`config.mk`:
```
export PLATFORM = sky130hd
export DESIGN_NAME = dbvg_ctrl
export DESIGN_NICKNAME = d
export VERILOG_FILES = /design/src/rtl/dbvg_pkg.sv /design/src/rtl/dbvg_ctrl.sv
export SDC_FILE = /design/constraint.sdc
export NUM_CORES = 1
export LEC_CHECK = 0
export ABC_AREA = 0
export ABC_CLOCK_PERIOD_IN_PS = 1500
export BUFFER_PORTS_ARGS = -buffer_cell sky130_fd_sc_hd__buf_2
export CAP_MARGIN = 20
export CORE_AREA = 2 2 39 41
export CTS_CLUSTER_SIZE = 28
export DETAILED_ROUTE_END_ITERATION = 16
export DIE_AREA = 0 0 41 43
export PLACE_DENSITY = 0.54
export SETUP_SLACK_MARGIN = 0.5
export SYNTH_ARGS = -nofsm -noshare
export SYNTH_HDL_FRONTEND = slang
export SYNTH_SLANG_ARGS = --single-unit
```
`constraint.sdc`:
```
create_clock -name clk -period 1.5 [get_ports clk]
set_input_delay 0.15 -clock clk [delete_from_list [all_inputs] [get_ports clk]]
set_output_delay 0.15 -clock clk [all_outputs]
set_load 0.005 [all_outputs]
```
`src/rtl/dbvg_pkg.sv`:
```
// Shared types and constants of the dual bit-plane video generator.
// Used by the controller, the datapath, the top level and the checker.
package dbvg_pkg;

	localparam int PALETTE_ENTRIES = 32;
	localparam int BANK_BYTES      = 24576;

	localparam int ADDR_W    = 15;
	localparam int OFFS_W    = 13;
	localparam int PAL_IDX_W = $clog2(PALETTE_ENTRIES);
	localparam int CFG_IDX_W = 3;
	localparam int IN_DATA_W  = 24;
	localparam int OUT_DATA_W = 56;

	localparam logic [1:0] OP_WRITE    = 2'd0;
	localparam logic [1:0] OP_READ     = 2'd1;
	localparam logic [1:0] OP_PAL_LOAD = 2'd2;
	localparam logic [1:0] OP_RENDER   = 2'd3;

	localparam logic [CFG_IDX_W-1:0] REG_BANK_SELECT  = 3'd0;
	localparam logic [CFG_IDX_W-1:0] REG_FLIP_SCREEN  = 3'd1;
	localparam logic [CFG_IDX_W-1:0] REG_A_DISABLE    = 3'd2;
	localparam logic [CFG_IDX_W-1:0] REG_B_DISABLE    = 3'd3;
	localparam logic [CFG_IDX_W-1:0] REG_COLOR_HIGH   = 3'd4;

	localparam logic [1:0] PLANE0_BASE = 2'b01;
	localparam logic [1:0] PLANE1_BASE = 2'b00;
	localparam logic [1:0] PLANE2_BASE = 2'b10;

	localparam logic [7:0] WEIGHT_0  = 8'h21;
	localparam logic [7:0] WEIGHT_1  = 8'h47;
	localparam logic [7:0] WEIGHT_2  = 8'h97;
	localparam logic [7:0] WEIGHT_B0 = 8'h4f;
	localparam logic [7:0] WEIGHT_B1 = 8'ha8;

	localparam logic [2:0] LAST_PIXEL = 3'd7;

	typedef enum logic [1:0] {
		RD_SEL_INPUT,
		RD_SEL_PLANE0,
		RD_SEL_PLANE2
	} rd_sel_t;

	typedef struct packed {
		logic        accept;
		rd_sel_t     rd_sel;
		logic        ld_plane1;
		logic        ld_plane0;
		logic        ld_plane2;
		logic        ld_read;
		logic        out_load_read;
		logic        out_load_pix;
		logic [2:0]  pix_idx;
	} cmd_t;

	typedef struct packed {
		logic out_free;
	} sts_t;

endpackage

```
`src/rtl/dbvg_ctrl.sv`:
```
// Controller state machine of the video generator.
// Depends on dbvg_pkg for the command and status types and the op codes.
module dbvg_ctrl (
	input  logic              clk,
	input  logic              arst_n,
	input  logic              in_valid,
	input  logic [1:0]        in_op,
	output logic              in_ready,
	input  dbvg_pkg::sts_t    sts,
	output dbvg_pkg::cmd_t    cmd
);

	localparam logic [2:0] ST_IDLE    = 3'd0;
	localparam logic [2:0] ST_RD_WAIT = 3'd1;
	localparam logic [2:0] ST_RD_OUT  = 3'd2;
	localparam logic [2:0] ST_F0      = 3'd3;
	localparam logic [2:0] ST_F2      = 3'd4;
	localparam logic [2:0] ST_F_LAST  = 3'd5;
	localparam logic [2:0] ST_PIX     = 3'd6;

	logic [2:0] state_q, state_d;
	logic [2:0] pix_cnt_q, pix_cnt_d;

	assign in_ready = (state_q == ST_IDLE);

	always_comb begin
		cmd       = '0;
		cmd.rd_sel = dbvg_pkg::RD_SEL_INPUT;
		cmd.pix_idx = pix_cnt_q;
		state_d   = state_q;
		pix_cnt_d = pix_cnt_q;
		unique case (state_q)
			ST_IDLE: begin
				cmd.accept = in_valid;
				if (in_valid) begin
					if (in_op == dbvg_pkg::OP_READ) begin
						state_d = ST_RD_WAIT;
					end else if (in_op == dbvg_pkg::OP_RENDER) begin
						state_d = ST_F0;
					end
				end
			end
			ST_RD_WAIT: begin
				cmd.ld_read = 1'b1;
				state_d     = ST_RD_OUT;
			end
			ST_RD_OUT: begin
				if (sts.out_free) begin
					cmd.out_load_read = 1'b1;
					state_d           = ST_IDLE;
				end
			end
			ST_F0: begin
				cmd.ld_plane1 = 1'b1;
				cmd.rd_sel    = dbvg_pkg::RD_SEL_PLANE0;
				state_d       = ST_F2;
			end
			ST_F2: begin
				cmd.ld_plane0 = 1'b1;
				cmd.rd_sel    = dbvg_pkg::RD_SEL_PLANE2;
				state_d       = ST_F_LAST;
			end
			ST_F_LAST: begin
				cmd.ld_plane2 = 1'b1;
				pix_cnt_d     = '0;
				state_d       = ST_PIX;
			end
			ST_PIX: begin
				if (sts.out_free) begin
					cmd.out_load_pix = 1'b1;
					pix_cnt_d        = pix_cnt_q + 3'd1;
					if (pix_cnt_q == dbvg_pkg::LAST_PIXEL) begin
						state_d = ST_IDLE;
					end
				end
			end
			default: begin
				state_d = ST_IDLE;
			end
		endcase
	end

	always_ff @(posedge clk or negedge arst_n) begin
		if (!arst_n) begin
			state_q   <= ST_IDLE;
			pix_cnt_q <= '0;
		end else begin
			state_q   <= state_d;
			pix_cnt_q <= pix_cnt_d;
		end
	end

endmodule

```
# Word-level counts from Yosys, hierarchy flattened
# Index checks and enable logic that the tools add are counted.
# Widths: inputs -> output; s select.
[classes]
n_addsub = 1
eq_ne = 14
n_mux = 18
reduce_logical = 4
[op_table]
columns = ["operator", "n"]
rows = [
  ["$mux 3", 7],
  ["$pmux 3 s7", 1],
  ["$eq 3x3->1 const B", 4],
  ["$mux 1", 8],
  ["$ne 2x2->1 const B", 4],
  ["$eq 3x2->1 const B", 2],
  ["$pmux 3 s2", 1],
  ["$reduce_and 5->1", 1],
  ["$pmux 2 s2", 1],
  ["$add 3x1->3 const B", 1],
  ["$eq 3x1->1 const B", 1],
  ["$logic_not 3->1", 1],
  ["$ne 3x1->1 const B", 1],
  ["$eq 2x1->1 const B", 1],
  ["$eq 2x2->1 const B", 1],
  ["$reduce_and 2->1", 1],
  ["$reduce_bool 2->1", 1],
]
[totals]
reg_bits = 6
in_bits = 6
output_inout_bits = 13
word_cells = 39

# Logic depth before layout (Yosys ltp)
# Gate-level depths: netlist of run 1.
[logic_depth]
depth_word = 5
ltp_mapped = 5
ltp_nobuf = 5

# Worst setup path after synthesis of run 1
# Ideal clock, no wire load.
[synth_path]
path_kind = "reg-to-reg"
start = "register pix_cnt_q[0]"
end = "register pix_cnt_q[2]"
t_arrival_ps = 1219
t_required_ps = 1371
setup_slack_ps = 152
stages_incl_launch_ff = 6
path_buffers = 0
cell_sequence = "dfrtp_1 -> ha_1 -> ha_1 -> and4b_2 -> a21oi_1 -> o21ai_0"
[synth_via]
elab_chain_cells = 3
[synth_lines]
columns = ["element", "line", "source"]
rows = [
  ["start: declaration", "dbvg_ctrl.sv:22", "logic [2:0] pix_cnt_q, pix_cnt_d;"],
  ["start signal: assignment", "dbvg_ctrl.sv:89", "pix_cnt_q <= pix_cnt_d;"],
  ["$add 3x1->3", "dbvg_ctrl.sv:71", "pix_cnt_d = pix_cnt_q + 3'd1;"],
  ["$mux 3", "dbvg_ctrl.sv:69", "if (sts.out_free) begin"],
  ["$pmux 3 s2", "dbvg_ctrl.sv:32", "unique case (state_q)"],
]
# No other way between the ends. The select of a mux whose other input is x is not followed.
# A chain may end at the register's enable or synchronous reset.

==> flow_metrics.py, run 1 <==
metrics = {
    "layout": {
        "nNetsFinal": 84,
        "final_cell_area_um2": 717,
        "final_cells": 90,
        "final_common_cell": "buf_2",
        "final_cell_mix": "buf_2, buf_4, buf_6",
        "final_util_pct": 51.8,
        "n_fill_cell": 131,
        "final_layout_size_suffix_gt1_share_pct": 77.0,
        "diodes": 0,
        "area_growth_pct": 81.3,
    },
    "sta": {
        "fin_crit_ns": 1.34,
        "slew_headroom_pct": 85.9,
        "fmax_mhz": 744,
        "rsz0062_at_grt": "true",
        "fin_worst_skew_ns": 0.000953,
        "worst_pin_slew_ns": 0.212,
        "hold_viol_final": 0,
        "maxSlewViolCount": 0,
        "period_share_pct": 89.6,
        "setup_viol": 0,
        "holdWs_ns": 0.193,
        "finalSetupTns_ns": 0,
        "fin_ws_ns": 0.156,
    },
    "logic_synthesis": {
        "syn_inst": 42,
        "synth_top_area_share_pct": 38.0,
        "syn_area_um2": 395,
        "avgSynthCellArea_um2": 9.41,
        "yosysSeqAreaShare_pct": 38.0,
        "ys_types": 21,
        "yosysWarningCount": 0,
        "ys_ff_latch": 6,
        "synth_area_leader_cell": "dfrtp_1",
        "synth_nets": 50,
        "synth_area_leaders": "dfrtp_1, ha_1, nor3_1, o21ai_0, a21oi_1",
    },
    "placement": {
        "port_buffers": 18,
        "placed_cells_incl_taps": 73,
        "placed_area_um2": 512,
        "pre_cts_ws_ns": 0.230,
        "dpl.hpwl_um": 683,
        "place_congestion": 0.702,
    },
    "routing": {
        "drcViolationCount": 0,
        "met1_length_um": 521,
        "drt-pass1-iter-count": 4,
        "drt-total-wl_mm": 1.16,
        "drtIter0Drc": 6,
        "dr.max_layer_used": "met3",
        "viasPerCell": 4.84,
        "vias": 436,
        "wl_per_cell_um": 12.9,
        "ant_nets": 0,
        "wl_met3_um": 13,
        "wl_met2_um": 623,
    },
    "grt": {
        "gr-total-overflow": 0,
        "grt_pass1_wl_mm": 1.73,
        "grt_usage_pct": 14.8,
        "grt_pass1_vias": 414,
        "grt_max_degree": 11,
        "antenna_found_initial": 0,
    },
    "floorplan": {
        "fp.dieW_um": 41,
        "start_util_pct": 28.6,
        "die_area_mm2": 0.00176,
        "die_h_um": 43,
        "ios": 19,
        "core_mm2": 0.00138,
        "rows": 14,
    },
    "critical_path": {
        "crit_buf_inv": 2,
        "critPathMaxStageDelay_ns": 0.43,
        "path_max_fanout": 5,
        "crit_arrival_ns": 1.19,
        "critPathLaunchType": "flip-flop",
        "critical_path.endpoint_type": "primary output",
        "cp_slowest_cell": "dfrtp_2",
        "critical_path.cell_chain": "buf_6, nor3_4, and2_4, buf_2",
        "required_ns": 1.35,
        "worstSetupPathType": "flip-flop to primary output",
        "crit_family": "flip-flops",
        "r2r_setup_slack_ns": 0.23,
    },
    "outcome": {
        "outcome": "finished clean",
    },
    "clock_tree": {
        "path_clk_slew_ns": 0.05,
        "cts_buffer_depth": 2,
        "numCtsBuffers": 3,
        "h-tree-depth": 1,
        "cts-root-buf": "clkbuf_4",
        "cts_tree": "built",
        "clock_sinks": 6,
        "clk_latency_ns": 0.25,
    },
    "power_and_ir_drop": {
        "fin_total_pwr_mw": 1.41,
        "p_per_area_mw_per_mm2": 1960,
        "leakagePower_nw": 0.351,
        "vdd_ir_drop_max_mv": 0.665,
    },
    "job": {
        "maxCapViolations": 0,
    },
    "worst_hold_path": {
        "hold_class": "input pin to flip-flop",
    },
}
power by group:
part | switching, mW | internal (mW)
registers | 0.125 | 0.241
clock network | 0.0673 | 0.0911
logic | 0.349 | 0.531
total | 0.542 | 0.863
sequential cells by signal, summed over array words and instances (netlist names):
| register | count |
|---|---|
| pix_cnt_q | 3 |
| state_q | 3 |
synth_stat cells:
library cell	n
and3b_2	1
and3_1	1
a22o_2	1
o21ai_0	5
nor2_1	2
dfrtp_1	6
buf_2	1
and4b_2	1
inv_1	2
o2bb2ai_1	1
nor2_2	1
a21oi_1	4
nand2_1	2
nor3_1	5
buf_6	1
buf_4	2
mux2_4	1
and2_1	1
and4b_4	1
a41oi_1	1
ha_1	2
worst register-to-register path: stages, from the launching register on:
cell and delay, ns:
dfrtp_1 0.39, ha_2 0.20, ha_4 0.20, and4b_2 0.20, a21oi_2 0.10, o21ai_1 0.06
metal layers:
layer  vias up  track usage [%]
li1        218                -
met1       214             19.6
met2         4             20.6
met3         0             3.14
met4         0             10.0
met5         -                0
layout make-up:
class	count	area, um2	share of cell area [%]
clock buffers	3	22.5	3.14
inverters	2	7.51	1.05
multi-input cells	30	269	37.5
flip-flops and latches	6	155	21.6
well taps	16	20.0	2.79
repair buffers	33	243	33.9
final timing paths:
kind,end,startpoint,cells past startpoint
max in group asynchronous,pix_cnt_q[2],arst_n,2
min in group asynchronous,state_q[1],arst_n,2
worst min-delay path,state_q[0],in_op[0],3
worst max register to register,pix_cnt_q[2],pix_cnt_q[1],5
worst min register to register,pix_cnt_q[2],pix_cnt_q[2],2
worst max-delay path,cmd[11],state_q[0],4
cell families after synthesis:
group	synth area share [%]
adder cells (fa/ha/maj)	6.33
multiplexers	3.80
AO/OA/AOI/OAI	18.4
flip-flops	38.0
AND/OR/NAND/NOR	23.7
buffers and inverters	9.81
timing repair:
action,CTS,global route
pin swaps,2,3
buffers inserted,7,5
hold endpoints to repair,6,0
gates cloned,1,0
setup endpoints to repair,16,18
hold buffers,1,0
gates resized for setup,7,15
(Power assumes the default switching activity.)
==> run 2: changes to the inputs <==
CAP_MARGIN = unset   (was 20)
CORE_AREA = 3 3 40 42   (was 2 2 39 41)
DIE_AREA = 0 0 43 45   (was 0 0 41 43)
HOLD_SLACK_MARGIN = 0.08   (was unset)
==> flow_metrics.py, run 2 (synthesized netlist as in run 1, its figures left out) <==
metrics = {
    "routing": {
        "ant_nets": 0,
        "drcViolationCount": 0,
        "drtIter0Drc": 3,
        "vias": 438,
        "drt-pass1-iter-count": 4,
        "viasPerCell": 5.03,
        "wl_per_cell_um": 13.4,
        "drt-total-wl_mm": 1.17,
    },
    "clock_tree": {
        "clk_latency_ns": 0.25,
        "cts-root-buf": "clkbuf_4",
        "cts_tree": "built",
        "h-tree-depth": 1,
        "numCtsBuffers": 3,
        "clock_sinks": 6,
        "path_clk_slew_ns": 0.05,
        "cts_buffer_depth": 2,
    },
    "layout": {
        "diodes": 0,
        "n_fill_cell": 125,
        "final_util_pct": 55.1,
        "final_common_cell": "buf_2",
        "reg_top3": "pix_cnt_q x3, state_q x3",
        "area_growth_pct": 79.1,
        "final_cell_mix": "buf_2, buf_6, buf_4",
        "nNetsFinal": 82,
        "final_layout_size_suffix_gt1_share_pct": 77.8,
        "final_cell_area_um2": 708,
    },
    "critical_path": {
        "crit_arrival_ns": 1.17,
        "worstSetupPathType": "flip-flop to primary output",
        "path_max_fanout": 4,
        "critical_path.endpoint_type": "primary output",
        "critPathLaunchType": "flip-flop",
        "required_ns": 1.35,
        "rr_worst_depth": 5,
    },
    "placement": {
        "place_congestion": 0.685,
        "placed_area_um2": 510,
        "port_buffers": 18,
        "dpl.hpwl_um": 704,
    },
    "grt": {
        "grt_usage_pct": 12.8,
        "grt_max_degree": 10,
        "gr-total-overflow": 0,
        "grt_pass1_wl_mm": 1.75,
        "grt_pass1_vias": 409,
        "antenna_found_initial": 0,
    },
    "sta": {
        "rsz0062_at_grt": "true",
        "finalSetupTns_ns": 0,
        "worst_pin_slew_ns": 0.204,
        "fmax_mhz": 756,
        "fin_worst_skew_ns": 0.000396,
        "maxSlewViolCount": 0,
        "period_share_pct": 88.2,
        "holdWs_ns": 0.227,
        "fin_crit_ns": 1.32,
        "hold_viol_final": 0,
        "slew_headroom_pct": 86.3,
        "setup_viol": 0,
    },
    "floorplan": {
        "fp.dieW_um": 43,
        "ios": 19,
        "core_mm2": 0.00128,
        "die_area_mm2": 0.00194,
        "die_h_um": 45,
        "rows": 13,
        "start_util_pct": 30.8,
    },
    "power_and_ir_drop": {
        "fin_total_pwr_mw": 1.38,
        "vdd_ir_drop_max_mv": 0.881,
        "p_per_area_mw_per_mm2": 1940,
        "leakagePower_nw": 0.348,
    },
    "worst_hold_path": {
        "hold_class": "input pin to flip-flop",
        "hold_depth": 3,
    },
    "outcome": {
        "outcome": "finished clean",
    },
    "job": {
        "maxCapViolations": 0,
    },
}
==> run 2: changes by cell type in the layout (fill, tap and decap cells not counted), sizes merged <==
| cell | before | now |
|---|---|---|
| buf | 32 | 30 |
==> run 2: timing repair <==
item / 4_1_cts / 5_1_grt
endpoints found under the hold margin: 6 / 0
endpoints found under the setup margin: 15 / 19
buffers inserted: 7 / 4
resized for setup: 10 / 13
hold buffers: 1 / 0
pin swaps: 6 / 2
==> run 2: critical path: stages, from the launching register on <==
cell and delay, ns:
dfrtp_2 0.41, buf_6 0.13, nor3_4 0.15, and2_1 0.13, buf_2 0.10
==> run 2: metrics by stage <==
step	cells	setup slack, ns
3_5_place_dp	72	0.188
2_1_floorplan	42	0.248
6_report	87	0.177
4_1_cts	83	0.198
3_3_place_gp	72	0.192
5_1_grt	87	0.110
==> run 2: cell type report <==
class                   count  area [um2]  area share, %
well taps                  15        18.8           2.65
flip-flops and latches      6         154           21.7
inverters                   2        7.51           1.06
multi-input cells          30         280           39.6
repair buffers             31         225           31.8
clock buffers               3        22.5           3.18
==> run 2: final timing paths <==
check | startpoint | end | slack, ns
min in group asynchronous | arst_n | pix_cnt_q[0] | 0.25
worst min register to register | state_q[2] | state_q[2] | 0.60
worst min-delay path | in_op[0] | state_q[0] | 0.23
worst max register to register | pix_cnt_q[0] | pix_cnt_q[2] | 0.20
max in group asynchronous | arst_n | pix_cnt_q[2] | 1.09
worst max-delay path | state_q[1] | cmd[11] | 0.18
==> run 2: where the power goes <==
| part | total, mW | internal [mW] | leakage (nW) | switching (mW) |
|---|---|---|---|---|
| Clock | 0.155 | 0.0909 | 0.0138 | 0.0640 |
| Sequential | 0.331 | 0.239 | 0.0733 | 0.0923 |
| Combinational | 0.890 | 0.503 | 0.261 | 0.387 |
| Total | 1.38 | 0.833 | 0.348 | 0.543 |
==> run 2: layer usage <==
layer / vias to the layer above / share of wire [%] / track usage [%]
met5: - / 0 / 0
met1: 204 / 41 / 14.3
met2: 15 / 49 / 20.4
met4: 0 / 2.6 / 10.8
met3: 4 / 6.9 / 3.19
li1: 215 / - / -
